$ cat src/rtl/adcf_pkg.sv
// Shared types, register codes and reset values for the drive/crush/flanger chain.
`timescale 1ns / 1ps
`default_nettype none

package adcf_pkg;

    localparam int ADC_W      = 10;
    localparam int DUTY_W     = 8;
    localparam int SIG_W      = 11;
    localparam int CFG_IDX_W  = 3;
    localparam int CFG_DATA_W = 10;

    typedef logic signed [SIG_W-1:0] sig_t;

    typedef enum logic [CFG_IDX_W-1:0] {
        CFG_BASELINE,
        CFG_NOISE_FLOOR,
        CFG_DRIVE_GAIN,
        CFG_CRUSH_BITS,
        CFG_SWEEP_DEPTH,
        CFG_SWEEP_RATE,
        CFG_EFFECT_EN
    } cfg_idx_t;

    localparam int EN_DRIVE  = 0;
    localparam int EN_CRUSH  = 1;
    localparam int EN_FLANGE = 2;

    localparam logic [9:0] BASELINE_RST    = 10'd290;
    localparam logic [9:0] NOISE_FLOOR_RST = 10'd50;
    localparam logic [3:0] DRIVE_GAIN_RST  = 4'd4;
    localparam logic [3:0] CRUSH_BITS_RST  = 4'd5;
    localparam logic [5:0] SWEEP_DEPTH_RST = 6'd30;
    localparam logic [1:0] SWEEP_RATE_RST  = 2'd1;
    localparam logic [2:0] EFFECT_EN_RST   = 3'd1;

endpackage

`default_nettype wire

$ cat src/rtl/adcf_in_if.sv
// Sample input channel: valid/ready handshake carrying one converter sample.
`timescale 1ns / 1ps
`default_nettype none

interface adcf_in_if;
    import adcf_pkg::*;

    logic             valid;
    logic             ready;
    logic [ADC_W-1:0] adc_sample;

    modport source (output valid, output adc_sample, input ready);
    modport sink   (input valid, input adc_sample, output ready);
endinterface

`default_nettype wire

$ cat src/rtl/adcf_out_if.sv
// Duty output channel: valid/ready handshake carrying one PWM duty value.
`timescale 1ns / 1ps
`default_nettype none

interface adcf_out_if;
    import adcf_pkg::*;

    logic              valid;
    logic              ready;
    logic [DUTY_W-1:0] pwm_duty;

    modport source (output valid, output pwm_duty, input ready);
    modport sink   (input valid, input pwm_duty, output ready);
endinterface

`default_nettype wire

$ cat src/rtl/adcf_ram.sv
// Generic simple dual-port RAM: one write port, one read port with registered data.
`timescale 1ns / 1ps
`default_nettype none

module adcf_ram #(
    parameter int WIDTH = 11,
    parameter int DEPTH = 64
) (
    input  logic                     clk,
    input  logic                     we,
    input  logic [$clog2(DEPTH)-1:0] waddr,
    input  logic [WIDTH-1:0]         wdata,
    input  logic                     re,
    input  logic [$clog2(DEPTH)-1:0] raddr,
    output logic [WIDTH-1:0]         rdata
);

    logic [WIDTH-1:0] mem [DEPTH];
    logic [WIDTH-1:0] rdata_reg;

    always_ff @(posedge clk)
    begin
        if (we)
        begin
            mem[waddr] <= wdata;
        end
        if (re)
        begin
            rdata_reg <= mem[raddr];
        end
    end

    assign rdata = rdata_reg;

endmodule

`default_nettype wire

$ cat src/rtl/audio_drive_crush_flanger.sv
// Top level: sample conditioning, drive, bitcrush, flanger and duty mapping pipeline.
//
// One sample beat is accepted every clock while the output side keeps up,
// and its duty beat follows through five registered stages: centring and
// noise gate, drive and bitcrush, flanger memory access (the sample is
// written and the delayed tap is read from the delay memory in the same
// cycle, one write and one read port), averaging, and the duty mapping into
// the output register. Every stage holds its beat only while the stage after
// it is full, so bubbles close up and a new sample is taken while a finished
// duty beat waits. Delay entries not yet written since reset read as zero
// through a fill count, so there is no clearing pass. The user must write
// configuration through the plain write port only while the pipeline is
// empty; the block itself does not enforce this.
`timescale 1ns / 1ps
`default_nettype none

module audio_drive_crush_flanger #(
    parameter int DELAY_DEPTH = 64
) (
    input  logic                              clk,
    input  logic                              rst_n,
    input  logic                              cfg_we,
    input  logic [adcf_pkg::CFG_IDX_W-1:0]    cfg_index,
    input  logic [adcf_pkg::CFG_DATA_W-1:0]   cfg_data,
    adcf_in_if.sink                           adc,
    adcf_out_if.source                        pwm
);
    import adcf_pkg::*;

    localparam int AW = $clog2(DELAY_DEPTH);
    localparam int FW = $clog2(DELAY_DEPTH + 1);
    localparam logic [AW:0]   DEPTH_EXT = (AW+1)'(DELAY_DEPTH);
    localparam logic [AW-1:0] LAST_POS  = AW'(DELAY_DEPTH - 1);
    localparam logic [FW-1:0] FULL_CNT  = FW'(DELAY_DEPTH);

    // configuration
    logic [9:0] baseline_reg;
    logic [9:0] noise_reg;
    logic [3:0] gain_reg;
    logic [3:0] crush_reg;
    logic [5:0] depth_reg;
    logic [1:0] rate_reg;
    logic [2:0] en_reg;

    // pipeline control
    logic v1_reg, v2_reg, v3_reg, v4_reg, out_valid_reg;
    logic free1, free2, free3, free4, free_o;

    // pipeline payload
    sig_t              sig1_reg, sig2_reg, sig3_reg;
    logic              fl3_reg, fwd3_reg, tv3_reg;
    logic signed [11:0] s4_reg;
    logic [DUTY_W-1:0] duty_reg;

    // flanger state
    logic [AW-1:0] wp_reg, wp_next;
    logic [FW-1:0] fill_reg, fill_next;
    logic [6:0]    sv_reg, sv_next;
    logic          fall_reg;

    // stage 1
    sig_t             centred;
    logic [SIG_W-1:0] mag;
    sig_t             gated;

    // stage 2
    logic signed [15:0] prod;
    sig_t               driven, drive_sel, crushed;
    logic [3:0]         drop;
    logic [SIG_W-1:0]   mask;

    // stage 3
    logic          flange;
    logic          rev;
    logic [AW-1:0] svm_tab [128];
    logic [AW-1:0] svm;
    logic [AW:0]   tap_wide;
    logic [AW-1:0] tap;
    logic          fwd, tap_valid;
    logic          ram_we, ram_re;
    logic [SIG_W-1:0] ram_rdata;

    // stage 4
    sig_t               dly;
    logic signed [11:0] sum, sum_adj;
    sig_t               half, res;

    // output stage
    logic [17:0]       prod_x, qsum;
    logic [DUTY_W-1:0] duty_next;

    // handshake
    assign free_o = !out_valid_reg || pwm.ready;
    assign free4  = !v4_reg || free_o;
    assign free3  = !v3_reg || free4;
    assign free2  = !v2_reg || free3;
    assign free1  = !v1_reg || free2;

    assign adc.ready    = free1;
    assign pwm.valid    = out_valid_reg;
    assign pwm.pwm_duty = duty_reg;

    always_ff @(posedge clk or negedge rst_n)
    begin
        if (!rst_n)
        begin
            baseline_reg <= BASELINE_RST;
            noise_reg    <= NOISE_FLOOR_RST;
            gain_reg     <= DRIVE_GAIN_RST;
            crush_reg    <= CRUSH_BITS_RST;
            depth_reg    <= SWEEP_DEPTH_RST;
            rate_reg     <= SWEEP_RATE_RST;
            en_reg       <= EFFECT_EN_RST;
        end
        else if (cfg_we)
        begin
            case (cfg_idx_t'(cfg_index))
                CFG_BASELINE:    baseline_reg <= cfg_data[9:0];
                CFG_NOISE_FLOOR: noise_reg    <= cfg_data[9:0];
                CFG_DRIVE_GAIN:  gain_reg     <= cfg_data[3:0];
                CFG_CRUSH_BITS:  crush_reg    <= cfg_data[3:0];
                CFG_SWEEP_DEPTH: depth_reg    <= cfg_data[5:0];
                CFG_SWEEP_RATE:  rate_reg     <= cfg_data[1:0];
                CFG_EFFECT_EN:   en_reg       <= cfg_data[2:0];
                default:         ;
            endcase
        end
    end

    // stage 1: centre, invert, gate
    always_comb
    begin
        centred = $signed({1'b0, baseline_reg}) - $signed({1'b0, adc.adc_sample});
        mag     = centred[SIG_W-1] ? SIG_W'(-centred) : SIG_W'(centred);
        gated   = (mag < {1'b0, noise_reg}) ? '0 : centred;
    end

    // stage 2: drive and bitcrush
    always_comb
    begin
        prod = $signed({{5{sig1_reg[SIG_W-1]}}, sig1_reg}) * $signed({12'd0, gain_reg});
        if (prod < -16'sd512)
        begin
            driven = -11'sd512;
        end
        else if (prod > 16'sd511)
        begin
            driven = 11'sd511;
        end
        else
        begin
            driven = prod[SIG_W-1:0];
        end
        drive_sel = en_reg[EN_DRIVE] ? driven : sig1_reg;
        drop      = (crush_reg >= 4'd8) ? 4'd0 : 4'd8 - crush_reg;
        mask      = SIG_W'({SIG_W{1'b1}} << drop);
        crushed   = en_reg[EN_CRUSH] ? (drive_sel & mask) : drive_sel;
    end

    // sweep offset modulo the delay depth, worked out at elaboration
    for (genvar g = 0; g < 128; g++)
    begin : g_svm
        assign svm_tab[g] = AW'(((g - 64) % DELAY_DEPTH + DELAY_DEPTH) % DELAY_DEPTH);
    end

    // stage 3: sweep step, delay write and tap read
    always_comb
    begin
        flange  = v2_reg && en_reg[EN_FLANGE];
        sv_next = fall_reg ? sv_reg - {5'd0, rate_reg} : sv_reg + {5'd0, rate_reg};
        rev     = ($signed(sv_next) >= $signed({1'b0, depth_reg})) ||
                  ($signed(sv_next) <= 7'sd0);
        svm     = svm_tab[sv_next ^ 7'h40];
        if (wp_reg >= svm)
        begin
            tap_wide = {1'b0, wp_reg} - {1'b0, svm};
        end
        else
        begin
            tap_wide = {1'b0, wp_reg} + DEPTH_EXT - {1'b0, svm};
        end
        tap       = tap_wide[AW-1:0];
        fwd       = (tap == wp_reg);
        tap_valid = FW'(tap) < fill_reg;
        wp_next   = (wp_reg == LAST_POS) ? '0 : wp_reg + 1'b1;
        fill_next = (fill_reg == FULL_CNT) ? fill_reg : fill_reg + 1'b1;
        ram_we    = free3 && flange;
        ram_re    = free3 && flange;
    end

    adcf_ram #(
        .WIDTH (SIG_W),
        .DEPTH (DELAY_DEPTH)
    ) u_delay (
        .clk   (clk),
        .we    (ram_we),
        .waddr (wp_reg),
        .wdata (sig2_reg),
        .re    (ram_re),
        .raddr (tap),
        .rdata (ram_rdata)
    );

    // stage 4: average with tap, truncating toward zero, then offset
    always_comb
    begin
        if (fwd3_reg)
        begin
            dly = sig3_reg;
        end
        else if (tv3_reg)
        begin
            dly = $signed(ram_rdata);
        end
        else
        begin
            dly = '0;
        end
        sum     = {sig3_reg[SIG_W-1], sig3_reg} + {dly[SIG_W-1], dly};
        sum_adj = sum + {11'd0, sum[11]};
        half    = sum_adj[11:1];
        res     = fl3_reg ? half : sig3_reg;
    end

    // output stage: (s * 255) / 1023 with saturation
    always_comb
    begin
        prod_x = 18'(s4_reg[9:0]) * 18'd255;
        qsum   = prod_x + (prod_x >> 10) + 18'd1;
        if (s4_reg[11] || s4_reg == 12'sd0)
        begin
            duty_next = '0;
        end
        else if (s4_reg >= 12'sd1023)
        begin
            duty_next = '1;
        end
        else
        begin
            duty_next = qsum[17:10];
        end
    end

    // control state
    always_ff @(posedge clk or negedge rst_n)
    begin
        if (!rst_n)
        begin
            v1_reg        <= 1'b0;
            v2_reg        <= 1'b0;
            v3_reg        <= 1'b0;
            v4_reg        <= 1'b0;
            out_valid_reg <= 1'b0;
            wp_reg        <= '0;
            fill_reg      <= '0;
            sv_reg        <= '0;
            fall_reg      <= 1'b0;
        end
        else
        begin
            if (free1)
            begin
                v1_reg <= adc.valid;
            end
            if (free2)
            begin
                v2_reg <= v1_reg;
            end
            if (free3)
            begin
                v3_reg <= v2_reg;
            end
            if (free4)
            begin
                v4_reg <= v3_reg;
            end
            if (free_o)
            begin
                out_valid_reg <= v4_reg;
            end
            if (free3 && flange)
            begin
                wp_reg   <= wp_next;
                fill_reg <= fill_next;
                sv_reg   <= sv_next;
                fall_reg <= fall_reg ^ rev;
            end
        end
    end

    // payload
    always_ff @(posedge clk)
    begin
        if (free1)
        begin
            sig1_reg <= gated;
        end
        if (free2)
        begin
            sig2_reg <= crushed;
        end
        if (free3)
        begin
            sig3_reg <= sig2_reg;
            fl3_reg  <= flange;
            fwd3_reg <= fwd;
            tv3_reg  <= tap_valid;
        end
        if (free4)
        begin
            s4_reg <= {res[SIG_W-1], res} + 12'sd512;
        end
        if (free_o)
        begin
            duty_reg <= duty_next;
        end
    end

    // assertions
    a_fill_tracks_wp: assert property (@(posedge clk) disable iff (!rst_n)
        (fill_reg != FULL_CNT) |-> (wp_reg == fill_reg[AW-1:0]))
        else $error("write position out of step with fill count");

    a_tap_stage_holds: assert property (@(posedge clk) disable iff (!rst_n)
        (v3_reg && !free4) |=> (v3_reg && $stable(sig3_reg) && $stable(ram_rdata)))
        else $error("tap stage lost its beat while stalled");

    a_accept_enters: assert property (@(posedge clk) disable iff (!rst_n)
        (adc.valid && adc.ready) |=> v1_reg)
        else $error("accepted beat missing from first stage");

endmodule

`default_nettype wire

$ cat src/flat_wrapper.sv
// flat-port wrapper written by rule: the top's interface ports become plain ports
module audio_drive_crush_flanger_flat import adcf_pkg::*;
#(
    parameter int DELAY_DEPTH = 64
)
  (clk, rst_n, cfg_we, cfg_index, cfg_data, adc_valid, adc_adc_sample, adc_ready, pwm_valid, pwm_pwm_duty, pwm_ready);
  adcf_in_if adc_i ();
  adcf_out_if pwm_i ();
  input  logic clk;
  input  logic rst_n;
  input  logic cfg_we;
  input  logic [adcf_pkg::CFG_IDX_W-1:0] cfg_index;
  input  logic [adcf_pkg::CFG_DATA_W-1:0] cfg_data;
  input wire logic [$bits(adc_i.valid)-1:0] adc_valid;
  input wire logic [$bits(adc_i.adc_sample)-1:0] adc_adc_sample;
  output wire logic [$bits(adc_i.ready)-1:0] adc_ready;
  output wire logic [$bits(pwm_i.valid)-1:0] pwm_valid;
  output wire logic [$bits(pwm_i.pwm_duty)-1:0] pwm_pwm_duty;
  input wire logic [$bits(pwm_i.ready)-1:0] pwm_ready;
  assign adc_i.valid = adc_valid;
  assign adc_i.adc_sample = adc_adc_sample;
  assign adc_ready = adc_i.ready;
  assign pwm_valid = pwm_i.valid;
  assign pwm_pwm_duty = pwm_i.pwm_duty;
  assign pwm_i.ready = pwm_ready;
  audio_drive_crush_flanger #(.DELAY_DEPTH(DELAY_DEPTH)) u_core (.clk(clk), .rst_n(rst_n), .cfg_we(cfg_we), .cfg_index(cfg_index), .cfg_data(cfg_data), .adc(adc_i), .pwm(pwm_i));
endmodule
$ cat config.mk
export PLATFORM = sky130hd
export DESIGN_NAME = audio_drive_crush_flanger_flat
export DESIGN_NICKNAME = d
export VERILOG_FILES = /design/src/rtl/adcf_pkg.sv /design/src/rtl/adcf_in_if.sv /design/src/rtl/adcf_out_if.sv /design/src/rtl/adcf_ram.sv /design/src/rtl/audio_drive_crush_flanger.sv /design/src/flat_wrapper.sv
export SDC_FILE = /design/constraint.sdc
export NUM_CORES = 1
export LEC_CHECK = 0
export ABC_AREA = 1
export BUFFER_PORTS_ARGS = -buffer_cell sky130_fd_sc_hd__buf_2
export CAP_MARGIN = 5
export CORE_ASPECT_RATIO = 2
export CORE_MARGIN = 4
export CORE_UTILIZATION = 60
export DETAILED_ROUTE_END_ITERATION = 6
export HOLD_SLACK_MARGIN = 0.03
export PLACE_DENSITY = 0.76
export SLEW_MARGIN = 10
export SYNTH_ARGS = -nofsm -noshare
export SYNTH_HDL_FRONTEND = slang
export SYNTH_HIERARCHICAL = 1
export SYNTH_SLANG_ARGS = --single-unit
$ cat constraint.sdc
create_clock -name clk -period 11.1 [get_ports clk]
set_input_delay 1.11 -clock clk [delete_from_list [all_inputs] [get_ports clk]]
set_output_delay 1.11 -clock clk [all_outputs]
set_load 0.05 [all_outputs]
==> results of run 1 <==
worst min-delay path by stage:
stage | startpoint | endpoint | slack, ns | cells past startpoint
floorplan | u_core/v4_reg | u_core/pwm.valid | 0.42 | 2
global placement | u_core/fill_reg[6] | u_core/fill_reg[6] | 0.46 | 1
detailed placement | u_core/v3_reg | u_core/v4_reg | 0.46 | 2
CTS | u_core/v3_reg | u_core/v4_reg | 0.48 | 2
global route | u_core/fill_reg[6] | u_core/fill_reg[6] | 0.50 | 1
finish | u_core/v3_reg | u_core/v4_reg | 0.47 | 2
per-layer routing:
layer  vias to the layer above  part of all wire  global-route usage
met5                         -                 0                   0
met4                         0             0.058               0.151
met3                       287             0.062              0.0330
met2                      1177              0.55               0.523
met1                     13720              0.33               0.300
li1                      13354                 -                   -
cell usage after synthesis, types with 2 or more instances:
library cell and n:
nand2_1 1235, edfxtp_1 771, nand3_1 675, inv_1 334, nor2_1 141, ha_1 139
buf_2 96, a21oi_1 80, o21ai_0 71, fa_1 67, xor2_1 51, dfrtp_1 50
clkbuf_1 46, nand4_1 17, xnor2_1 16, buf_1 15, dfstp_2 15, a21oi_2 14
inv_2 13, nor4_1 13, buf_4 12, o21ai_1 11, nor3_1 8, a31oi_1 7
a22o_1 6, o211ai_1 5, and3_1 4, clkinv_1 4, nand2_2 4, o21bai_1 4
a21o_1 3, nand3b_1 3, nor2_2 3, o21a_1 3, xor2_2 3, a211oi_1 2
a22oi_1 2, and2_1 2, buf_6 2, or2_1 2, or2_2 2, xor2_4 2
layout by cell type, fill, tap and decap left out, types with 9 or more instances in the layout:
cell type and count:
inv_1 333, nand4_1 17, a21oi_2 15, o21ai_0 71
clkbuf_1 15, xor2_1 50, o21ai_1 11, nor2_1 140
a21oi_1 79, clkinv_2 12, nand2_1 1235, xnor2_1 16
nor4_2 9, buf_2 36, edfxtp_1 771, nand3_1 675
fa_1 66, inv_2 11, dfstp_2 15, buf_4 43
clkbuf_16 75, clkinv_1 15, ha_1 139, dfrtp_1 50
critical path, delay by kind of cell, from the launching register on:
kind / cells / cell delay (ns)
AND/OR/NAND/NOR: 16 / 1.43
adder cells (fa/ha/maj): 6 / 2.68
AO/OA/AOI/OAI: 2 / 0.36
flip-flops: 1 / 0.44
buffers and inverters: 6 / 0.61
kinds of logic after synthesis:
kind of cell | count (synthesis) | synth area share
xor+xnor | 72 | 0.0169
fa+ha+maj | 206 | 0.0753
compound gates | 213 | 0.0298
buf+inv | 522 | 0.0523
flops | 836 | 0.606
simple gates | 2115 | 0.219
area by class of cell:
class | instances | share of cell area
clock buffers | 89 | 0.0432
repair buffers | 81 | 0.0124
flip-flops and latches | 836 | 0.562
clock inverters | 41 | 0.00921
multi-input cells | 2606 | 0.318
inverters | 351 | 0.0303
well taps | 890 | 0.0252
per-stage QoR:
stage | hold slack, ns | instances
4_1_cts | 0.477 | 4893
2_1_floorplan | 0.423 | 3964
5_1_grt | 0.498 | 4894
6_report | 0.474 | 4894
3_3_place_gp | 0.458 | 4763
3_5_place_dp | 0.459 | 4763
==> impl_metrics.ini, run 1 <==
[run_status]
status = finished clean

[sta]
maxSlewHeadroom = 0.161
tightest_slew_ns = 1.25
hold_viol = 0
setup_ws_ns = 5.37
fin_crit_ns = 5.73
slew_violations = 0
rsz0062_at_grt = no
fmax_mhz = 175
finClkSkew_ns = 0.0274
fin_crit_sh = 0.516
finalSetupTns_ns = 0
setup_viol = 0

[worst_setup_path]
worstSetupStartpoint = u_core/s4_reg[4]
arrival_ns = 6.11
worstSetupPathType = reg2reg
r2r_cells = 30
rr_endpoint = u_core/pwm.pwm_duty[7]
required_ns = 11.48
cp_slowest_stage_delay_ns = 0.53
slowest_stage = fa_1
end_kind = flop
critical_path.most_common_cell = nand2_1
rr_startpoint = u_core/s4_reg[4]
cp-endpoint = u_core/pwm.pwm_duty[7]
rrSetupSlack_ns = 5.37
worst-path-max-fanout = 5
startpoint_type = flop

[synthesis]
synth_edf_count = 771
syn_area_um2 = 40900
ys_ff_latch = 836
synth_flop_cell = edfxtp_1
syn_inst = 3964
synth.largest_area_cell = edfxtp_1
yosysTopAreaCellShare = 0.566
yosysWarnings = 6
async_flop_share = 0.0778
syn-num-nets = 4198
yosysSeqAreaShare = 0.606
syn-mean-instance-area_um2 = 10.3
yosys-top-cells-area = edfxtp_1 57%, nand2_1 11%, nand3_1 8.3%, ha_1 4.3%, fa_1 3.3%
ys_types = 53

[cts]
clock_path_buffers = 3
clock_latency_ns = 0.63
cts_made_buffers = 72
cts_setup_buffers = 0
clock_sinks = 836
cts_max_level = 3
root_buffer = clkbuf_16
cts_tree = built
cts_hold_buf = 0
clk_pin_slew_ns = 0.06
post_cts_resized = 0

[place]
port_buffers = 37
placed_area_um2 = 41800
dp_hpwl_um = 64300
pre_cts_ws_ns = 5.37
globalplace.congestion = 0.928

[global_routing]
grt_max_degree = 195
grt_pass1_vias = 28790
gr-total-overflow = 0
grt_pass1_wl_um = 155000
antenna_found_initial = 0
grt_usage = 0.279

[layout]
multi_input_area_um2 = 14000
post-route-util = 0.653
final.fill_count = 5227
final_cell_area_um2 = 44100
syn_to_final_growth_pct = 7.96
largest_reg_flops = 704
drive_gt1_frac = 0.0647
diodes = 0
seq_area_um2 = 24800
final_nets = 4182

[detailed_routing]
vias = 28538
drtPass1Iterations = 6
drt_iter0_markers = 2879
wl_per_cell_um = 20.4
ant_nets = 0
wl_um = 99900
drc = 0
vias_per_cell = 5.83

[job]
cap_violations = 0

[floorplanning]
coreArea_um2 = 67600
io_pins = 38
fp.dieH_um = 377
dieWidth_um = 193
row_count = 135
dieArea_um2 = 72600
start_util = 0.605

[min_path]
hp-class = reg2reg
Power of run 1 is not shown: default switching activity piles up to over one toggle a cycle in this logic, so the estimate is an artifact.
==> run 2, diff against run 1 <==
==> constraint.sdc (replaced) <==
create_clock -name clk -period 5.5 [get_ports clk]
set_input_delay 0.55 -clock clk [delete_from_list [all_inputs] [get_ports clk]]
set_output_delay 0.55 -clock clk [all_outputs]
set_load 0.05 [all_outputs]
==> impl_metrics.ini, run 2 (same netlist as run 1, synthesis figures left out) <==
[detailed_routing]
wl_per_cell_um = 20.1
wl_um = 101000
drc = 0
ant_nets = 0
drt_iter0_markers = 2430
drtPass1Iterations = 6
vias_per_cell = 5.77
vias = 28812

[layout]
post-route-util = 0.669
multi_input_area_um2 = 14200
final_nets = 4281
layout_commonest_cell = nand2_1
diodes = 0
drive_gt1_frac = 0.0996
seq_area_um2 = 24800
final_cell_mix = 1,222 x nand2_1, 771 x edfxtp_1, 672 x nand3_1, 328 x inv_1
syn_to_final_growth_pct = 10.5
final.fill_count = 5029
largest_reg_flops = 704

[cts]
cts_max_level = 3
clock_sinks = 836
clock_path_buffers = 3
cts_made_buffers = 71
cts_hold_buf = 0
root_buffer = clkbuf_16
clk_pin_slew_ns = 0.07
clock_latency_ns = 0.64
cts_tree = built

[sta]
finClkSkew_ns = 0.0258
fmax_mhz = 187
slew_violations = 0
setup_viol = 0
fin_crit_sh = 0.971
tightest_slew_ns = 1.02
maxSlewHeadroom = 0.323
hold_viol = 0
rsz0062_at_grt = yes
fin_crit_ns = 5.34

[worst_setup_path]
worstSetupPathType = reg2reg
startpoint_type = flop
rrSetupSlack_ns = 0.16
worst-path-max-fanout = 4
required_ns = 5.89
arrival_ns = 5.73
end_kind = flop

[global_routing]
antenna_found_initial = 0
grt_max_degree = 187
grt_pass1_vias = 28814
gr-total-overflow = 0
grt_usage = 0.277
grt_pass1_wl_um = 154000

[floorplanning]
dieArea_um2 = 72600
row_count = 135
coreArea_um2 = 67600
io_pins = 38
dieWidth_um = 193
fp.dieH_um = 377
start_util = 0.605

[job]
cap_violations = 0

[place]
dp_hpwl_um = 66300
globalplace.congestion = 0.904
port_buffers = 37

[min_path]
hp-class = in2async

[run_status]
status = finished clean
run 2: final timing paths:
kind                                         start                      to  depth (start not counted)
worst max-delay path              u_core/s4_reg[5]  u_core/pwm.pwm_duty[7]                         27
worst min-delay path                         rst_n           u_core/v1_reg                          1
worst max register to register    u_core/s4_reg[5]  u_core/pwm.pwm_duty[7]                         27
worst min register to register  u_core/fill_reg[6]      u_core/fill_reg[6]                          1
max in group asynchronous                    rst_n     u_core/noise_reg[6]                          1
min in group clk                         adc_valid           u_core/v1_reg                          3
run 2: critical path, cell delays in order (launching register included):
cell and delay (ns):
edfxtp_1 0.43, buf_4 0.16, buf_4 0.13, fa_1 0.54
fa_1 0.44, fa_1 0.48, inv_1 0.05, fa_1 0.47
inv_1 0.06, ha_4 0.28, buf_4 0.12, nand2_4 0.06
inv_1 0.06, a21oi_2 0.06, o211ai_1 0.22, xor2_1 0.23
inv_2 0.09, ha_4 0.23, nand2_1 0.07, nor2_1 0.06
a211oi_2 0.22, nand2_2 0.11, nand4_1 0.13, nand2_1 0.09
nand3_1 0.07, nand2_1 0.05, nor2_1 0.12, nor2_1 0.05
run 2: layout make-up:
class | count | share of cell area
Multi-Input combinational cell | 2606 | 0.315
Sequential cell | 836 | 0.549
Inverter | 351 | 0.0296
Tap cell | 890 | 0.0246
Clock buffer | 88 | 0.0421
Clock inverter | 44 | 0.00939
Timing Repair Buffer | 181 | 0.0304
run 2: what timing repair did:
action / in CTS / in global routing
buffers inserted: 0 / 10
resized for setup: 2 / 48
endpoints found under the setup margin: 3 / 8
hold endpoints to repair: 0 / 0
pin swaps: 0 / 14
run 2: stage by stage:
| stage | setup WS (ns) | hold slack (ns) | std cells | area (um^2) | setup TNS, ns |
|---|---|---|---|---|---|
| 2_1_floorplan | 0.379 | 0.254 | 3964 | 40900 | 0 |
| 3_3_place_gp | 0.0253 | 0.457 | 4854 | 42600 | 0 |
| 3_5_place_dp | -0.0618 | 0.458 | 4854 | 42600 | -0.150 |
| 4_1_cts | 0.0141 | 0.0645 | 4986 | 44900 | 0 |
| 5_1_grt | -0.118 | 0.107 | 4996 | 45200 | -0.698 |
| 6_report | 0.158 | 0.0543 | 4996 | 45200 | 0 |
run 2: per-layer routing:
layer	global-route usage	vias up	wire, um
li1	-	13550	-
met1	0.294	13838	32900
met2	0.519	1127	55700
met3	0.0320	297	5600
met4	0.162	0	6400
met5	0	-	0
Power of run 2 is left out for the same reason.
